File: src/design/epr_pkg.sv
// ----------------------------------------------------------------------------
// epr_pkg
// Shared types, codes and the sequencer microcode for the empirical p-value
// ranker.
// ----------------------------------------------------------------------------
package epr_pkg;

	localparam int FUNC_W  = 2;
	localparam int SCORE_W = 32;
	localparam int P_W     = 17;
	localparam int STAT_W  = 2;
	localparam int SCNT_W  = 11;
	localparam int QBITS   = 17;   // quotient bits of the p-value division
	localparam int DCNT_W  = 5;

	localparam logic [P_W-1:0] ONE_Q16 = 17'h10000;

	localparam logic [FUNC_W-1:0] FUNC_CLEAR = 2'd0;
	localparam logic [FUNC_W-1:0] FUNC_LOAD  = 2'd1;
	localparam logic [FUNC_W-1:0] FUNC_QUERY = 2'd2;

	localparam logic [STAT_W-1:0] ST_OK    = 2'd0;
	localparam logic [STAT_W-1:0] ST_FULL  = 2'd1;
	localparam logic [STAT_W-1:0] ST_EMPTY = 2'd2;

	typedef struct packed {
		logic [FUNC_W-1:0]         func;
		logic signed [SCORE_W-1:0] score;
	} in_word_t;

	typedef struct packed {
		logic [P_W-1:0]    p_value;
		logic [STAT_W-1:0] status;
		logic [SCNT_W-1:0] stored_count;
	} out_word_t;

	typedef logic [3:0] step_t;

	localparam step_t S_WAIT     = 4'd0;
	localparam step_t S_DISPATCH = 4'd1;
	localparam step_t S_QCHK     = 4'd2;
	localparam step_t S_SCAN     = 4'd3;
	localparam step_t S_DIVINIT  = 4'd4;
	localparam step_t S_DIV      = 4'd5;
	localparam step_t S_QFIN     = 4'd6;
	localparam step_t S_SIMPLE   = 4'd7;
	localparam step_t S_EMPTY    = 4'd8;

	typedef enum logic [3:0] {
		OP_NOP,
		OP_ACCEPT,
		OP_SCAN_INIT,
		OP_SCAN,
		OP_DIV_INIT,
		OP_DIV,
		OP_FIN_QUERY,
		OP_FIN_SIMPLE,
		OP_FIN_EMPTY
	} op_t;

	typedef enum logic [2:0] {
		C_NO_ITEM,
		C_NOT_QUERY,
		C_EMPTY,
		C_SCAN_MORE,
		C_DIV_MORE,
		C_OUT_BUSY
	} cond_t;

	// one control word: datapath op, jump condition, taken / not-taken step
	typedef struct packed {
		op_t   op;
		cond_t cond;
		step_t jmp;
		step_t nxt;
	} ctrl_t;

	typedef struct packed {
		logic no_item;
		logic not_query;
		logic empty;
		logic scan_more;
		logic div_more;
		logic out_busy;
	} flags_t;

	function automatic ctrl_t ucode(input step_t s);
		ctrl_t w;
		w = '{op: OP_NOP, cond: C_NO_ITEM, jmp: S_WAIT, nxt: S_WAIT};
		case (s)
			S_WAIT:     w = '{op: OP_ACCEPT,     cond: C_NO_ITEM,   jmp: S_WAIT,   nxt: S_DISPATCH};
			S_DISPATCH: w = '{op: OP_NOP,        cond: C_NOT_QUERY, jmp: S_SIMPLE, nxt: S_QCHK};
			S_QCHK:     w = '{op: OP_SCAN_INIT,  cond: C_EMPTY,     jmp: S_EMPTY,  nxt: S_SCAN};
			S_SCAN:     w = '{op: OP_SCAN,       cond: C_SCAN_MORE, jmp: S_SCAN,   nxt: S_DIVINIT};
			S_DIVINIT:  w = '{op: OP_DIV_INIT,   cond: C_OUT_BUSY,  jmp: S_DIV,    nxt: S_DIV};
			S_DIV:      w = '{op: OP_DIV,        cond: C_DIV_MORE,  jmp: S_DIV,    nxt: S_QFIN};
			S_QFIN:     w = '{op: OP_FIN_QUERY,  cond: C_OUT_BUSY,  jmp: S_QFIN,   nxt: S_WAIT};
			S_SIMPLE:   w = '{op: OP_FIN_SIMPLE, cond: C_OUT_BUSY,  jmp: S_SIMPLE, nxt: S_WAIT};
			S_EMPTY:    w = '{op: OP_FIN_EMPTY,  cond: C_OUT_BUSY,  jmp: S_EMPTY,  nxt: S_WAIT};
			default:    w = '{op: OP_NOP,        cond: C_NO_ITEM,   jmp: S_WAIT,   nxt: S_WAIT};
		endcase
		return w;
	endfunction

endpackage

File: src/design/epr_seq.sv
// ----------------------------------------------------------------------------
// epr_seq
// Microcode sequencer: step counter, control ROM and conditional jumps.
// ----------------------------------------------------------------------------
module epr_seq (
	input  logic           clk,
	input  logic           arst_n,
	input  epr_pkg::flags_t flags,
	output epr_pkg::ctrl_t  ctrl
);
	import epr_pkg::*;

	step_t upc_q;
	logic  take;

	assign ctrl = ucode(upc_q);

	always_comb begin
		case (ctrl.cond)
			C_NO_ITEM:   take = flags.no_item;
			C_NOT_QUERY: take = flags.not_query;
			C_EMPTY:     take = flags.empty;
			C_SCAN_MORE: take = flags.scan_more;
			C_DIV_MORE:  take = flags.div_more;
			C_OUT_BUSY:  take = flags.out_busy;
			default:     take = 1'b0;
		endcase
	end

	always_ff @(posedge clk or negedge arst_n) begin
		if (!arst_n) begin
			upc_q <= S_WAIT;
		end else begin
			upc_q <= take ? ctrl.jmp : ctrl.nxt;
		end
	end

endmodule

File: config.mk
export PLATFORM = sky130hd
export DESIGN_NAME = epr_seq
export DESIGN_NICKNAME = d
export VERILOG_FILES = /design/src/design/epr_pkg.sv /design/src/design/epr_seq.sv
export SDC_FILE = /design/constraint.sdc
export NUM_CORES = 1
export LEC_CHECK = 0
export BUFFER_PORTS_ARGS = -buffer_cell sky130_fd_sc_hd__buf_2
export CAP_MARGIN = 20
export CORE_UTILIZATION = 41
export CTS_CLUSTER_DIAMETER = 100
export DETAILED_ROUTE_END_ITERATION = 10
export GPL_ROUTABILITY_DRIVEN = 0
export PLACE_DENSITY = 0.78
export SYNTH_ARGS = -nofsm -noshare
export SYNTH_HDL_FRONTEND = slang
export SYNTH_SLANG_ARGS = --single-unit
File: constraint.sdc
create_clock -name clk -period 1.8 [get_ports clk]
set_input_delay 0.27 -clock clk [delete_from_list [all_inputs] [get_ports clk]]
set_output_delay 0.27 -clock clk [all_outputs]
set_load 0.03 [all_outputs]
==> flow_summary.ini <==
[worst_setup_path]
start_kind = flip-flop
crit_chain = inv_4 -> ha_4 -> mux2_4 -> o21ai_4 -> mux2i_4 -> mux2_4
worst_path_largest_cell_delay_ns = 0.38
path_buf_inv = 1
path_max_fanout = 4
arrival_ns = 1.93
criticalPathCategory = reg2reg
reg2reg_from = upc_q[1]
cp-end-kind = flip-flop
worst_path_most_repeated_cell = mux2_4
critPathLaunch = upc_q[1]
crit_slowest_cell = dfrtp_2
cp_top_family = multiplexers
required_ns = 1.93

[floorplanning]
core_um2 = 1160
dieArea_um2 = 1460
die_x_um = 38.2
io_pins = 23
die-height_um = 38.2
initial_core_util_pct = 46.5
rows = 12

[drt]
first_pass_iters = 4
vias_per_cell = 4.99
postRouteAntennaNets = 0
drt-total-wl_um = 1590
post-route-drc-count = 0
first_iter_violations = 7
drt-wirelength-per-cell_um = 14.7
vias = 539

[clock_network]
ctsHtreeMaxLevel = 1
insertion_delay_ns = 0.25
cts_sinks = 4
cts_buffer_depth = 2
clk_pin_slew_ns = 0.04
cts_tree = built
cts-root-buf = clkbuf_4
numCtsBuffers = 3

[synth]
synth.area.top_cells = dfrtp_1 (19%), ha_1 (14%), mux2_4 (11%), mux2i_1 (7.4%), nor2_1 (6.3%)
syn_area_per_cell_um2 = 9.28
synth_top_area_share_pct = 18.6
yosysUniqueCellTypes = 26
syn-instance-count = 58
yosysSeqAreaShare_pct = 18.6
synth_area_um2 = 538
post-synth-top-area-cell = dfrtp_1
synth-warning-count = 0
ys_ff_latch = 4
syn_nets = 72

[timing]
fmax_mhz = 554
fin_ws_ns = -0.00450
hold-worst-slack_ns = 0.356
min_period_ns = 1.80
final.setup_skew_ns = 0.00465
setup_viol = 2
drv_slew = 0
rsz0062_at_grt = true
hold_viol = 0
fin_crit_sh_pct = 100
tns_ns = -0.00689

[final_layout]
top_register = upc_q
antenna_cells = 0
layout_common_cells = buf_4 (20), buf_2 (13), nor2_1 (7)
final_common_cell = buf_4
syn_to_final_growth_pct = 61.2
fin_nets = 109
largestRegisters = upc_q x4
drive_gt1_share_pct = 70.2
largest_reg_flops = 4

[status]
status = finished, violations left
failed_checks = setup timing

[grt]
grt_pass1_wl_um = 2420
antenna_found_initial = 0
grt_max_degree = 13
grt-ovfl-total = 0
grt_pass1_vias = 530
grt_use_total_pct = 26.0

[place]
port_buffers = 21
dp_slack_ns = -0.0718
dp.final_hpwl_um = 1100

[min_path]
hp-class = in2async

[job]
max-cap-violations = 0
synth_stat cells:
cell type,count
mux2i_1,4
nor2b_1,1
o32a_1,1
conb_1,1
inv_1,2
buf_6,2
o31a_2,1
o21ai_1,1
a211oi_1,2
nor2_1,9
o22ai_2,1
nor2_2,2
dfrtp_1,4
ha_1,6
or2b_1,1
o21ai_4,1
buf_2,2
nand3_2,1
nand2b_1,1
a21oi_1,4
mux2_4,4
inv_2,2
nor3_1,2
and2_1,1
buf_4,1
mux2i_4,1
timing repair:
action / 4_1_cts / 5_1_grt
setup buffers: 2 / 2
pin swaps: 6 / 4
setup endpoints to repair: 11 / 13
gates resized for setup: 11 / 14
hold endpoints to repair: 4 / 0
hold buffers: 1 / 0
per-layer routing:
| layer | vias to the layer above | GRT usage, % | wire (µm) |
|---|---|---|---|
| li1 | 265 | - | - |
| met1 | 253 | 28.6 | 649 |
| met2 | 18 | 46.2 | 848 |
| met3 | 3 | 5.23 | 65 |
| met4 | 0 | 13.4 | 21 |
| met5 | - | 0 | 0 |
final timing paths:
kind,slack [ns],to,depth (start not counted)
min in group clk,0.67,upc_q[3],4
max in group asynchronous,1.30,upc_q[0],2
min,0.36,upc_q[3],2
max,-0.004,upc_q[0],6
min reg2reg,0.89,upc_q[3],3
max reg2reg,-0.004,upc_q[0],6
cell type report:
class,instances,area [µm²]
Clock buffer,4,26.3
Fill cell,70,289
Inverter,4,17.5
Multi-Input combinational cell,45,443
Sequential cell,4,104
Tap cell,14,17.5
Timing Repair Buffer,37,259
through the flow:
step	std cells	util (%)	instance area, µm²
after detailed placement	100	63.7	737
after floorplan	58	-	564
after CTS	107	71.0	821
final	108	75.0	867
after global placement	100	63.7	737
after global routing	108	75.0	867
logic make-up (layout without fill, tap and decap cells):
logic type | Yosys count | after routing | synth area share [%]
simple gates | 18 | 18 | 17.2
compound gates | 11 | 11 | 16.5
mux | 9 | 9 | 22.8
buf+inv | 9 | 45 | 10.2
fa+ha+maj | 6 | 6 | 14.0
flops | 4 | 4 | 18.6
other cells | 1 | 1 | 0.697
Power is left out: the tool's default activity adds up to more than one toggle a clock period on the data nets, which glitch-free logic cannot reach.
